`src/hw/rtl/buffer_slot_pool_manager_core_assert.svh`:
```
// Assertion macros for the buffer slot pool manager.
// Included by the RTL modules that carry concurrent assertions.
`ifndef BUFFER_SLOT_POOL_MANAGER_CORE_ASSERT_SVH
`define BUFFER_SLOT_POOL_MANAGER_CORE_ASSERT_SVH

// Property must hold at every edge outside reset.
`define BSPM_ASSERT(lbl, clk, rstn, prop) \
  lbl: assert property (@(posedge clk) disable iff (!rstn) (prop)) \
    else $error("bspm assertion failed");

// Expression must never be true outside reset.
`define BSPM_ASSERT_NEVER(lbl, clk, rstn, expr) \
  lbl: assert property (@(posedge clk) disable iff (!rstn) !(expr)) \
    else $error("bspm forbidden condition seen");

`endif

```
`src/hw/rtl/bspm_pkg.sv`:
```
// Shared types and constants for the buffer slot pool manager.
// No dependencies.
`default_nettype none

package bspm_pkg;

  localparam int unsigned SLOT_CAP    = 8;
  localparam int unsigned SLOT_W      = 3;
  localparam int unsigned NUM_ID_REGS = 3;
  localparam int unsigned ID_W        = 32;
  localparam int unsigned OPC_W       = 16;
  localparam int unsigned SIZE_W      = 16;
  localparam int unsigned CNT_W       = 32;
  localparam int unsigned NF_OUT_W    = 2;
  localparam int unsigned CFG_IDX_W   = 2;
  localparam int unsigned CFG_DATA_W  = 32;

  localparam logic [SIZE_W-1:0] HEADER_SIZE = 16'd8;

  localparam logic [CFG_IDX_W-1:0] CFG_SLOT0_ID = 2'd0;
  localparam logic [CFG_IDX_W-1:0] CFG_SLOT1_ID = 2'd1;
  localparam logic [CFG_IDX_W-1:0] CFG_SLOT2_ID = 2'd2;
  localparam logic [CFG_IDX_W-1:0] CFG_REL_OPC  = 2'd3;

  localparam logic ACT_COMMIT  = 1'b0;
  localparam logic ACT_MESSAGE = 1'b1;

  typedef enum logic [1:0] {
    BSP_IDLE,
    BSP_REL,
    BSP_FREE,
    BSP_DONE
  } bsp_state_e;

endpackage

`default_nettype wire

```
`src/hw/rtl/buffer_slot_pool_manager_core.sv`:
```
// Buffer slot pool manager: round-robin slot pool with release event matching.
// Depends on bspm_pkg and buffer_slot_pool_manager_core_assert.svh.
//
// Usage:
//   Input channel (in_valid_i / in_stall_o) carries one beat per item: a commit
//   of a slot or one decoded event header. Output channel (out_valid_o /
//   out_stall_i) returns exactly one result beat per input beat, in order.
//   Configuration is a write-only port (cfg_we_i, cfg_idx_i, cfg_wdata_i),
//   written while the block is idle.
//   Timing: the accept cycle applies a commit, then a sequencer walks the slots
//   one per cycle with a single compare unit. A release event scans 1 to
//   SLOT_COUNT slots for a matching busy buffer id, then every item scans 1 to
//   SLOT_COUNT slots from the pointer for the next free one. in_stall_o stays
//   high from accept to result, so one item is in flight at a time.
//   The result sits in an output register; a new item may be accepted while
//   it waits. If the receiver stalls, the finished item after that holds in
//   its last state until the output register drains.
//   Reset clears all slots, the pointer, the dead-batch flag, both counters
//   and the configuration registers.
`default_nettype none

module buffer_slot_pool_manager_core #(
  parameter int unsigned SLOT_COUNT = 3
) (
  input  wire                                 clk_i,
  input  wire                                 rst_ni,
  input  wire                                 cfg_we_i,
  input  wire  [bspm_pkg::CFG_IDX_W-1:0]      cfg_idx_i,
  input  wire  [bspm_pkg::CFG_DATA_W-1:0]     cfg_wdata_i,
  input  wire                                 in_valid_i,
  output logic                                in_stall_o,
  input  wire                                 action_i,
  input  wire  [bspm_pkg::SLOT_W-1:0]         slot_i,
  input  wire  [bspm_pkg::ID_W-1:0]           evt_obj_i,
  input  wire  [bspm_pkg::OPC_W-1:0]          opcode_i,
  input  wire  [bspm_pkg::SIZE_W-1:0]         msg_size_i,
  input  wire                                 batch_start_i,
  output logic                                out_valid_o,
  input  wire                                 out_stall_i,
  output logic                                accepted_o,
  output logic                                released_o,
  output logic [bspm_pkg::NF_OUT_W-1:0]       next_free_o,
  output logic [bspm_pkg::CNT_W-1:0]          frame_total_o,
  output logic [bspm_pkg::CNT_W-1:0]          release_total_o
);

  `include "buffer_slot_pool_manager_core_assert.svh"

  localparam int unsigned IDX_W = (SLOT_COUNT > 1) ? $clog2(SLOT_COUNT) : 1;
  localparam int unsigned NF_W  = $clog2(SLOT_COUNT + 1);
  localparam int unsigned PAD_N = 2 ** IDX_W;
  localparam logic [IDX_W-1:0] LAST_IDX = IDX_W'(SLOT_COUNT - 1);

  // configuration
  logic [bspm_pkg::ID_W-1:0]  id0_q, id1_q, id2_q;
  logic [bspm_pkg::OPC_W-1:0] opc_q;

  // state
  bspm_pkg::bsp_state_e state_q, state_d;
  logic [SLOT_COUNT-1:0]      busy_q, busy_d;
  logic [IDX_W-1:0]           ptr_q, ptr_d;
  logic                       dead_q, dead_d;
  logic [bspm_pkg::CNT_W-1:0] frame_q, frame_d;
  logic [bspm_pkg::CNT_W-1:0] relc_q, relc_d;
  logic [IDX_W-1:0]           idx_q, idx_d;
  logic [IDX_W-1:0]           cnt_q, cnt_d;
  logic [bspm_pkg::ID_W-1:0]  obj_q, obj_d;
  logic                       acc_q, acc_d;
  logic                       rel_q, rel_d;
  logic [NF_W-1:0]            nf_q, nf_d;

  // output register
  logic                       ovld_q, ovld_d;
  logic                       oacc_q, oacc_d;
  logic                       orel_q, orel_d;
  logic [bspm_pkg::NF_OUT_W-1:0] onf_q, onf_d;
  logic [bspm_pkg::CNT_W-1:0] ofr_q, ofr_d;
  logic [bspm_pkg::CNT_W-1:0] orc_q, orc_d;

  // decode and shared compare unit
  logic                       in_acc;
  logic [bspm_pkg::SLOT_CAP-1:0] busy8;
  logic [PAD_N-1:0]           busy_pad;
  logic                       commit_ok;
  logic                       dead_tmp;
  logic                       msg_ok;
  logic                       rel_req;
  logic [2:0]                 idx3;
  logic [bspm_pkg::ID_W-1:0]  cur_id;
  logic                       id_en;
  logic                       cur_busy;
  logic                       hit;
  logic [IDX_W-1:0]           idx_nxt;
  logic                       out_free;
  logic                       rel_fire;
  logic                       nf_hold;
  logic                       commit_acc;

  assign in_acc   = in_valid_i && !in_stall_o;
  assign out_free = !ovld_q || !out_stall_i;

  always_comb begin
    busy8 = '0;
    busy8[SLOT_COUNT-1:0] = busy_q;
    busy_pad = '0;
    busy_pad[SLOT_COUNT-1:0] = busy_q;
  end

  always_comb begin
    commit_ok = (action_i == bspm_pkg::ACT_COMMIT) &&
                (slot_i < bspm_pkg::SLOT_W'(SLOT_COUNT)) && !busy8[slot_i];
    dead_tmp  = batch_start_i ? 1'b0 : dead_q;
    msg_ok    = (action_i == bspm_pkg::ACT_MESSAGE) && !dead_tmp &&
                (msg_size_i == bspm_pkg::HEADER_SIZE);
    rel_req   = msg_ok && (opcode_i == opc_q);
  end

  always_comb begin
    idx3 = 3'(idx_q);
    case (idx3)
      3'd0: begin
        cur_id = id0_q;
        id_en  = 1'b1;
      end
      3'd1: begin
        cur_id = id1_q;
        id_en  = 1'b1;
      end
      3'd2: begin
        cur_id = id2_q;
        id_en  = 1'b1;
      end
      default: begin
        cur_id = '0;
        id_en  = 1'b0;
      end
    endcase
    cur_busy = busy_pad[idx_q];
    hit      = cur_busy && id_en && (cur_id == obj_q);
    idx_nxt  = (idx_q == LAST_IDX) ? '0 : idx_q + 1'b1;
  end

  // next state
  always_comb begin
    state_d = state_q;
    unique case (state_q)
      bspm_pkg::BSP_IDLE: begin
        if (in_acc) begin
          state_d = rel_req ? bspm_pkg::BSP_REL : bspm_pkg::BSP_FREE;
        end
      end
      bspm_pkg::BSP_REL: begin
        if (hit || idx_q == LAST_IDX) begin
          state_d = bspm_pkg::BSP_FREE;
        end
      end
      bspm_pkg::BSP_FREE: begin
        if (!cur_busy || cnt_q == LAST_IDX) begin
          state_d = bspm_pkg::BSP_DONE;
        end
      end
      bspm_pkg::BSP_DONE: begin
        if (out_free) begin
          state_d = bspm_pkg::BSP_IDLE;
        end
      end
      default: state_d = bspm_pkg::BSP_IDLE;
    endcase
  end

  // datapath
  always_comb begin
    in_stall_o = (state_q != bspm_pkg::BSP_IDLE);
    busy_d  = busy_q;
    ptr_d   = ptr_q;
    dead_d  = dead_q;
    frame_d = frame_q;
    relc_d  = relc_q;
    idx_d   = idx_q;
    cnt_d   = cnt_q;
    obj_d   = obj_q;
    acc_d   = acc_q;
    rel_d   = rel_q;
    nf_d    = nf_q;
    ovld_d  = ovld_q;
    oacc_d  = oacc_q;
    orel_d  = orel_q;
    onf_d   = onf_q;
    ofr_d   = ofr_q;
    orc_d   = orc_q;

    if (ovld_q && !out_stall_i) begin
      ovld_d = 1'b0;
    end

    unique case (state_q)
      bspm_pkg::BSP_IDLE: begin
        if (in_acc) begin
          obj_d = evt_obj_i;
          rel_d = 1'b0;
          cnt_d = '0;
          if (action_i == bspm_pkg::ACT_COMMIT) begin
            acc_d = commit_ok;
            if (commit_ok) begin
              for (int k = 0; k < SLOT_COUNT; k++) begin
                if (bspm_pkg::SLOT_W'(k) == slot_i) begin
                  busy_d[k] = 1'b1;
                end
              end
              ptr_d   = (slot_i == bspm_pkg::SLOT_W'(SLOT_COUNT - 1)) ? '0 :
                        IDX_W'(slot_i + 3'd1);
              frame_d = frame_q + 1'b1;
              idx_d   = (slot_i == bspm_pkg::SLOT_W'(SLOT_COUNT - 1)) ? '0 :
                        IDX_W'(slot_i + 3'd1);
            end else begin
              idx_d = ptr_q;
            end
          end else begin
            acc_d  = msg_ok;
            dead_d = dead_tmp || (!dead_tmp && (msg_size_i != bspm_pkg::HEADER_SIZE));
            idx_d  = rel_req ? '0 : ptr_q;
          end
        end
      end
      bspm_pkg::BSP_REL: begin
        if (hit) begin
          for (int k = 0; k < SLOT_COUNT; k++) begin
            if (IDX_W'(k) == idx_q) begin
              busy_d[k] = 1'b0;
            end
          end
          relc_d = relc_q + 1'b1;
          rel_d  = 1'b1;
        end
        if (hit || idx_q == LAST_IDX) begin
          idx_d = ptr_q;
          cnt_d = '0;
        end else begin
          idx_d = idx_nxt;
        end
      end
      bspm_pkg::BSP_FREE: begin
        if (!cur_busy) begin
          nf_d = NF_W'(idx_q);
        end else if (cnt_q == LAST_IDX) begin
          nf_d = NF_W'(SLOT_COUNT);
        end else begin
          idx_d = idx_nxt;
          cnt_d = cnt_q + 1'b1;
        end
      end
      bspm_pkg::BSP_DONE: begin
        if (out_free) begin
          ovld_d = 1'b1;
          oacc_d = acc_q;
          orel_d = rel_q;
          onf_d  = nf_q[bspm_pkg::NF_OUT_W-1:0];
          ofr_d  = frame_q;
          orc_d  = relc_q;
        end
      end
      default: ;
    endcase
  end

  always_ff @(posedge clk_i or negedge rst_ni) begin
    if (!rst_ni) begin
      id0_q <= '0;
      id1_q <= '0;
      id2_q <= '0;
      opc_q <= '0;
    end else if (cfg_we_i) begin
      unique case (cfg_idx_i)
        bspm_pkg::CFG_SLOT0_ID: id0_q <= cfg_wdata_i;
        bspm_pkg::CFG_SLOT1_ID: id1_q <= cfg_wdata_i;
        bspm_pkg::CFG_SLOT2_ID: id2_q <= cfg_wdata_i;
        bspm_pkg::CFG_REL_OPC:  opc_q <= cfg_wdata_i[bspm_pkg::OPC_W-1:0];
        default: ;
      endcase
    end
  end

  always_ff @(posedge clk_i or negedge rst_ni) begin
    if (!rst_ni) begin
      state_q <= bspm_pkg::BSP_IDLE;
      busy_q  <= '0;
      ptr_q   <= '0;
      dead_q  <= 1'b0;
      frame_q <= '0;
      relc_q  <= '0;
      ovld_q  <= 1'b0;
    end else begin
      state_q <= state_d;
      busy_q  <= busy_d;
      ptr_q   <= ptr_d;
      dead_q  <= dead_d;
      frame_q <= frame_d;
      relc_q  <= relc_d;
      ovld_q  <= ovld_d;
    end
  end

  always_ff @(posedge clk_i) begin
    idx_q <= idx_d;
    cnt_q <= cnt_d;
    obj_q <= obj_d;
    acc_q <= acc_d;
    rel_q <= rel_d;
    nf_q  <= nf_d;
    oacc_q <= oacc_d;
    orel_q <= orel_d;
    onf_q  <= onf_d;
    ofr_q  <= ofr_d;
    orc_q  <= orc_d;
  end

  assign out_valid_o     = ovld_q;
  assign accepted_o      = oacc_q;
  assign released_o      = orel_q;
  assign next_free_o     = onf_q;
  assign frame_total_o   = ofr_q;
  assign release_total_o = orc_q;

  assign rel_fire   = (state_q == bspm_pkg::BSP_REL) && hit;
  assign nf_hold    = (state_q == bspm_pkg::BSP_DONE) && (nf_q < NF_W'(SLOT_COUNT));
  assign commit_acc = in_acc && (action_i == bspm_pkg::ACT_COMMIT);

  `BSPM_ASSERT_NEVER(a_rel_without_acc, clk_i, rst_ni, out_valid_o && released_o && !accepted_o)
  `BSPM_ASSERT(a_rel_count, clk_i, rst_ni, rel_fire |=> (relc_q == $past(relc_q) + 1'b1))
  `BSPM_ASSERT(a_nf_is_free, clk_i, rst_ni, nf_hold |-> !busy_pad[nf_q[IDX_W-1:0]])
  `BSPM_ASSERT(a_frame_on_commit, clk_i, rst_ni, (frame_q != $past(frame_q)) |-> $past(commit_acc))

endmodule

`default_nettype wire

```
`config.mk`:
```
export PLATFORM = sky130hd
export DESIGN_NAME = buffer_slot_pool_manager_core
export DESIGN_NICKNAME = d
export VERILOG_FILES = /design/src/hw/rtl/bspm_pkg.sv /design/src/hw/rtl/buffer_slot_pool_manager_core.sv
export VERILOG_INCLUDE_DIRS = /design/src /design/src/hw/rtl
export SDC_FILE = /design/constraint.sdc
export NUM_CORES = 1
export LEC_CHECK = 0
export BUFFER_PORTS_ARGS = -buffer_cell sky130_fd_sc_hd__buf_2
export CAP_MARGIN = 20
export CORE_MARGIN = 2
export CORE_UTILIZATION = 50
export CTS_CLUSTER_SIZE = 24
export DETAILED_ROUTE_END_ITERATION = 10
export GPL_ROUTABILITY_DRIVEN = 0
export PLACE_DENSITY = 0.76
export RECOVER_POWER = 100
export REMOVE_ABC_BUFFERS = 1
export SETUP_SLACK_MARGIN = 0.2
export SYNTH_ARGS = -nofsm -noshare
export SYNTH_HDL_FRONTEND = slang
export SYNTH_SLANG_ARGS = --single-unit
```
`constraint.sdc`:
```
create_clock -name clk_i -period 11.8 [get_ports clk_i]
set_clock_uncertainty 0.05 [all_clocks]
set_input_delay 1.18 -clock clk_i [delete_from_list [all_inputs] [get_ports clk_i]]
set_output_delay 1.18 -clock clk_i [all_outputs]
set_load 0.005 [all_outputs]
```
==> results of run 1 <==
-- final cells by class --
type	count	area [um^2]	area share [%]
Clock inverter	18	235	1.58
Antenna cell	3	7.51	0.0503
Sequential cell	293	7870	52.8
Inverter	22	82.6	0.554
Tap cell	330	413	2.77
Multi-Input combinational cell	578	4620	31.0
Clock buffer	36	792	5.31
Timing Repair Buffer	186	892	5.98
-- logic make-up after synthesis --
family	count (synthesis)
XOR/XNOR	94
multiplexers	151
AND/OR/NAND/NOR	257
buffers and inverters	58
flip-flops	293
adder cells (fa/ha/maj)	7
AO/OA/AOI/OAI	69
-- stage by stage --
step	instance area (um^2)	worst slack, ns
final	14900	5.43
after global routing	14900	4.37
after CTS	15000	7.62
after detailed placement	14000	7.63
after global placement	14000	7.79
after floorplan	12600	5.05
-- registers in the layout (all words and copies together) (netlist names), 3 cells and up --
register	count
obj_q	32
relc_q	32
id2_q	32
frame_q	32
release_total_o	32
id1_q	32
id0_q	32
busy_q	3
frame_total_o	32
opc_q	16
-- worst reg2reg max path: stages (launching register included) --
cell and delay (ns):
edfxtp_1 0.32, clkbuf_1 2.35, nor2b_1 0.45, clkbuf_1 0.57, o2bb2ai_1 0.21, xnor2_1 0.18, nand4_1 0.11, nor3_1 0.69
nand4_1 0.67, nor4_1 0.51, xor2_1 0.19
-- worst paths after layout --
kind                                   end  cells past startpoint  slack (ns)     start
worst max-delay path            relc_q[31]                     10        5.43  idx_q[0]
worst min-delay path            released_o                      0        0.37     rel_q
worst max register to register  relc_q[31]                     10        5.43  idx_q[0]
worst min register to register  released_o                      0        0.37     rel_q
max in group asynchronous         opc_q[3]                      1        5.61    rst_ni
min in group asynchronous        id2_q[17]                      1        2.78    rst_ni
-- power by group through the flow --
stage / logic [W] / registers [W] / clock network [W]
detailed placement: 0.000699 / 0.00137 / 0
finish: 0.000690 / 0.00136 / 0.000972
global placement: 0.000679 / 0.00137 / 0
floorplan: 0.000447 / 0.00142 / 0
global route: 0.000768 / 0.00138 / 0.00104
CTS: 0.000701 / 0.00135 / 0.000995
-- cell usage in the layout, fill, tap and decap left out, types with 3 or more instances in the layout --
cell,count
dfrtp_1,185
buf_2,133
mux2_2,115
edfxtp_1,108
xnor2_1,55
clkbuf_1,53
xor2_1,39
nand2_1,38
mux2i_1,36
nand2b_1,33
clkbuf_16,29
nor2_1,26
inv_1,22
nor3_1,18
nand3_1,17
nand4b_1,17
nand4_1,16
nor3b_1,16
o221ai_1,15
nor2b_1,13
o21ai_0,12
nor4_1,12
and3_1,12
o2bb2ai_1,11
and2b_1,9
nand3b_1,7
o22ai_1,7
ha_1,7
clkinv_2,6
and2_0,5
a31oi_1,5
and4_1,5
and2_1,5
bufinv_16,5
clkbuf_8,4
diode_2,3
o211ai_1,3
a21oi_1,3
clkinv_1,3
-- routing by layer --
metal | vias up | routed length [um] | share of wire [%]
met1 | 3842 | 11400 | 46
met4 | 0 | 568 | 2.3
met2 | 193 | 11700 | 47
met5 | - | 0 | 0
met3 | 45 | 1250 | 5.0
li1 | 3751 | - | -
==> impl_metrics.env, run 1 <==
export IMPL_status="complete, but fails checks"
export IMPL_violations="capacitance limit, slew limit"
export IMPL_root_buffer="clkbuf_16"
export IMPL_fin_crit_sh_pct=54.0
export IMPL_syn_area_um2=12800
export IMPL_p_int_w=0.00217
export IMPL_max_slew_margin_pct=-297
export IMPL_final_util_pct=59.2
export IMPL_synth_compound_area_share_pct=3.99
export IMPL_die_x_um=164
export IMPL_die_h_um=164
export IMPL_met3_usage_pct=3.41
export IMPL_dr_pass1_iters=5
export IMPL_port_buffers=177
export IMPL_use_met2_pct=31.0
export IMPL_cp_slowest_stage_delay_ns=2.35
export IMPL_synth_top_family_by_area="multiplexers"
export IMPL_start_util_pct=50.9
export IMPL_numClockSinks=293
export IMPL_synth_xor_xnor_area_share_pct=6.42
export IMPL_synth_avg_cell_area_um2=13.8
export IMPL_critPathCaptureType="flop"
export IMPL_yosys_warnings=0
export IMPL_die_area_um2=26900
export IMPL_yosysSeqAreaShare_pct=61.4
export IMPL_fin_setup_tns_ns=0
export IMPL_grt_pass1_wl_um=40500
export IMPL_h_tree_depth=1
export IMPL_synthAdderAreaFrac_pct=0.683
export IMPL_hold_viol=0
export IMPL_worst_pin_slew_ns=5.95
export IMPL_fin_cells=1466
export IMPL_power_switching_w=0.000849
export IMPL_yosysTopAreaCell="dfrtp_1"
export IMPL_use_met1_pct=26.1
export IMPL_antenna_found_initial=3
export IMPL_area_delta_synth_final_pct=16.3
export IMPL_via_count=7831
export IMPL_fill_cells=2040
export IMPL_routedWlPerCell_um=17.0
export IMPL_cts_hold_buffers=0
export IMPL_switching_share_pct=28.1
export IMPL_critPathTopFamily="buffers and inverters"
export IMPL_final_layout_size_suffix_gt1_share_pct=27.0
export IMPL_yosys_area_share_simple_pct=12.3
export IMPL_drt_antenna_violating_nets=0
export IMPL_crit_chain="clkbuf_1, nor2b_1, clkbuf_1, o2bb2ai_1, xnor2_1, nand4_1, nor3_1, nand4_1, nor4_1, xor2_1"
export IMPL_cpMaxStageDelayCell="clkbuf_1"
export IMPL_period_needed_ns=6.37
export IMPL_fin_total_pwr_w=0.00302
export IMPL_yosysMostFrequentCell="dfrtp_1"
export IMPL_wl_um=24900
export IMPL_finalSetupViolCount=0
export IMPL_yosys_top_cells_area="dfrtp_1 36%, edfxtp_1 25%, mux2_2 10%"
export IMPL_layout_nets=1225
export IMPL_p_leak_nw=6.27
export IMPL_core_area_um2=25200
export IMPL_p_seq_share_pct=45.0
export IMPL_critPathKind="flop to flop"
export IMPL_cp_max_fo=89
export IMPL_cts_resized=0
export IMPL_remaining_drc_errors=0
export IMPL_gr_usage_all_layers_pct=18.9
export IMPL_hpwl_um=16900
export IMPL_drv_slew=405
export IMPL_crit_arrival_ns=6.80
export IMPL_clkTransAtPathRegs_ns=0.06
export IMPL_placedCellCount=1408
export IMPL_peakVddDrop_mv=0.150
export IMPL_power_frac_clock_pct=32.2
export IMPL_grt_pass1_vias=7808
export IMPL_cap_viol_max_count=7
export IMPL_synthTopCellsByCount="185 x dfrtp_1, 115 x mux2_2, 108 x edfxtp_1"
export IMPL_busiest_layer="met2"
export IMPL_grt_max_degree=111
export IMPL_drt_initial_drc_count=362
export IMPL_cts_setup_buffers=0
export IMPL_ys_types=58
export IMPL_startpoint_type="flop"
export IMPL_synth_seq_cells=293
export IMPL_clkLatencyLatePin_ns=0.55
export IMPL_grt_overflow_total=0
export IMPL_path_buf_inv=2
export IMPL_required_ns=12.22
export IMPL_synthMuxAreaShare_pct=12.9
export IMPL_vias_per_cell=5.34
export IMPL_row_count=58
export IMPL_netlist_area_leader_share_pct=36.1
export IMPL_cts_buffers=29
export IMPL_io_pins=178
export IMPL_ys_async_sr_fraction_pct=63.1
export IMPL_clockBufferDepth=3
export IMPL_hold_ws_ns=0.373
export IMPL_min_path_type="flop to flop"
export IMPL_postSynthCellCount=929
export IMPL_synth_edff_count=108
export IMPL_tritoncts="built"
export IMPL_fmax_mhz=157
export IMPL_p_comb_share_pct=22.8
export IMPL_p_per_area_nw_per_um2=203
export IMPL_rsz0062_at_grt="false"
export IMPL_synth_main_ff_cell="dfrtp_1"
No activity file was read; power rests on OpenSTA's default activity.
==> inputs of run 2 (changes only) <==
- clock period: 11.8 -> 6.1 ns (I/O delays scaled with it)
==> impl_metrics.env, run 2 (synthesis results as in run 1) <==
export IMPL_root_buffer="clkbuf_16"
export IMPL_final_layout_size_suffix_gt1_share_pct=27.4
export IMPL_p_leak_nw=6.31
export IMPL_final_common_cell="dfrtp_1"
export IMPL_hpwl_um=17400
export IMPL_cts_buffers=30
export IMPL_hold_viol=0
export IMPL_drt_initial_drc_count=490
export IMPL_area_delta_synth_final_pct=16.7
export IMPL_wl_um=25500
export IMPL_fill_cells=2031
export IMPL_period_needed_ns=4.78
export IMPL_cp_slowest_stage_delay_ns=0.79
export IMPL_drt_antenna_violating_nets=0
export IMPL_fmax_mhz=209
export IMPL_h_tree_depth=1
export IMPL_cap_viol_max_count=6
export IMPL_start_util_pct=50.9
export IMPL_fin_total_pwr_w=0.00588
export IMPL_critPathCaptureType="flop"
export IMPL_grt_max_degree=78
export IMPL_required_ns=6.52
export IMPL_p_per_area_nw_per_um2=393
export IMPL_violations="capacitance limit, slew limit"
export IMPL_rsz0062_at_grt="false"
export IMPL_die_h_um=164
export IMPL_routedWlPerCell_um=17.3
export IMPL_grt_overflow_total=0
export IMPL_clkLatencyLatePin_ns=0.54
export IMPL_row_count=58
export IMPL_finalSetupViolCount=0
export IMPL_layout_nets=1228
export IMPL_final_util_pct=59.4
export IMPL_grt_pass1_vias=8154
export IMPL_cp_max_fo=50
export IMPL_die_x_um=164
export IMPL_crit_chain="buf_12, nor2b_1, clkbuf_1, o2bb2ai_1, xnor2_1, nand4_1, nor3_1, nand4_1, nor4_1, xor2_1"
export IMPL_critPathMostFrequentCell="nand4_1"
export IMPL_tritoncts="built"
export IMPL_worst_pin_slew_ns=3.43
export IMPL_clockBufferDepth=3
export IMPL_antenna_found_initial=5
export IMPL_crit_arrival_ns=5.19
export IMPL_clkTransAtPathRegs_ns=0.07
export IMPL_hold_ws_ns=0.194
export IMPL_fin_crit_sh_pct=78.3
export IMPL_core_area_um2=25200
export IMPL_cts_setup_buffers=0
export IMPL_die_area_um2=26900
export IMPL_peakVddDrop_mv=0.248
export IMPL_critPathKind="flop to flop"
export IMPL_min_path_type="input port to flop"
export IMPL_mostFrequentLayoutCells="185 x dfrtp_1, 137 x buf_2, 115 x mux2_2, 108 x edfxtp_1, 55 x xnor2_1"
export IMPL_io_pins=178
export IMPL_via_count=7888
export IMPL_grt_pass1_wl_um=41800
export IMPL_cpMaxStageDelayCell="edfxtp_1"
export IMPL_hold_path_depth=1
export IMPL_numClockSinks=293
export IMPL_r2r_cells=10
export IMPL_vias_per_cell=5.36
export IMPL_gr_usage_all_layers_pct=19.5
export IMPL_drv_slew=263
export IMPL_startpoint_type="flop"
export IMPL_max_slew_margin_pct=-129
export IMPL_cts_resized=0
export IMPL_remaining_drc_errors=0
export IMPL_status="complete, but fails checks"
export IMPL_dr_pass1_iters=5
export IMPL_port_buffers=177
[run 2: cell types whose count changed in the layout (fill, tap and decap cells not counted), moves of 2 or more]
cell       change
clkinv_2       +3
clkbuf_16      +2
clkinv_1       +2
buf_2          +4
clkbuf_8       -2
clkbuf_1       -5
[run 2: critical path: cells and delay by family, from the launching register on]
family | cells | cell delay [ns]
and+or+nand+nor | 5 | 2.32
xor gates and xnor gates | 2 | 0.31
DFF | 1 | 0.79
AOI/OAI and AO/OA | 1 | 0.20
buffers and inverters | 2 | 1.03
[run 2: area by class of cell]
class	count	area (um^2)	share of cell area (%)
Clock inverter	21	229	1.53
Tap cell	330	413	2.76
Sequential cell	293	7870	52.6
Antenna cell	4	10.0	0.0669
Multi-Input combinational cell	578	4610	30.8
Clock buffer	35	811	5.42
Inverter	22	82.6	0.552
Timing Repair Buffer	188	928	6.21
[run 2: report_power, final]
| group | leakage [nW] | total, W | internal [W] | switching [W] |
|---|---|---|---|---|
| Sequential | 3.39 | 0.00268 | 0.00245 | 0.000223 |
| Combinational | 2.40 | 0.00130 | 0.000613 | 0.000687 |
| Clock | 0.513 | 0.00190 | 0.00116 | 0.000743 |
| Total | 6.31 | 0.00588 | 0.00422 | 0.00165 |
[run 2: per-layer routing]
metal	global-route usage, %	wire length [um]	up-vias
met5	0	7	-
met4	5.74	633	2
met3	3.48	1460	40
met2	32.4	12100	201
met1	26.2	11300	3878
li1	-	-	3767
[run 2: what timing repair did]
item / 4_1_cts / 5_1_grt
setup endpoints to repair: 0 / 0
endpoints found under the hold margin: 5 / 0
hold buffers: 1 / 0
[run 2: final timing paths]
kind	endpoint	from	slack (ns)
setup / recovery	relc_q[31]	idx_q[1]	1.32
hold / removal	obj_q[16]	evt_obj_i[16]	0.19
setup reg to reg	relc_q[31]	idx_q[1]	1.32
hold reg to reg	next_free_o[1]	nf_q[1]	0.37
max in group asynchronous	frame_q[12]	rst_ni	1.72
min in group asynchronous	id0_q[17]	rst_ni	1.66
[run 2: stage by stage]
step	setup TNS [ns]	cell area (um^2)	setup WS [ns]	cells
2_1_floorplan	-5.77	12600	-0.0848	893
3_3_place_gp	0	14000	2.04	1409
3_5_place_dp	0	14000	1.96	1409
4_1_cts	0	15100	1.89	1466
5_1_grt	0	15000	0.833	1470
6_report	0	15000	1.32	1471
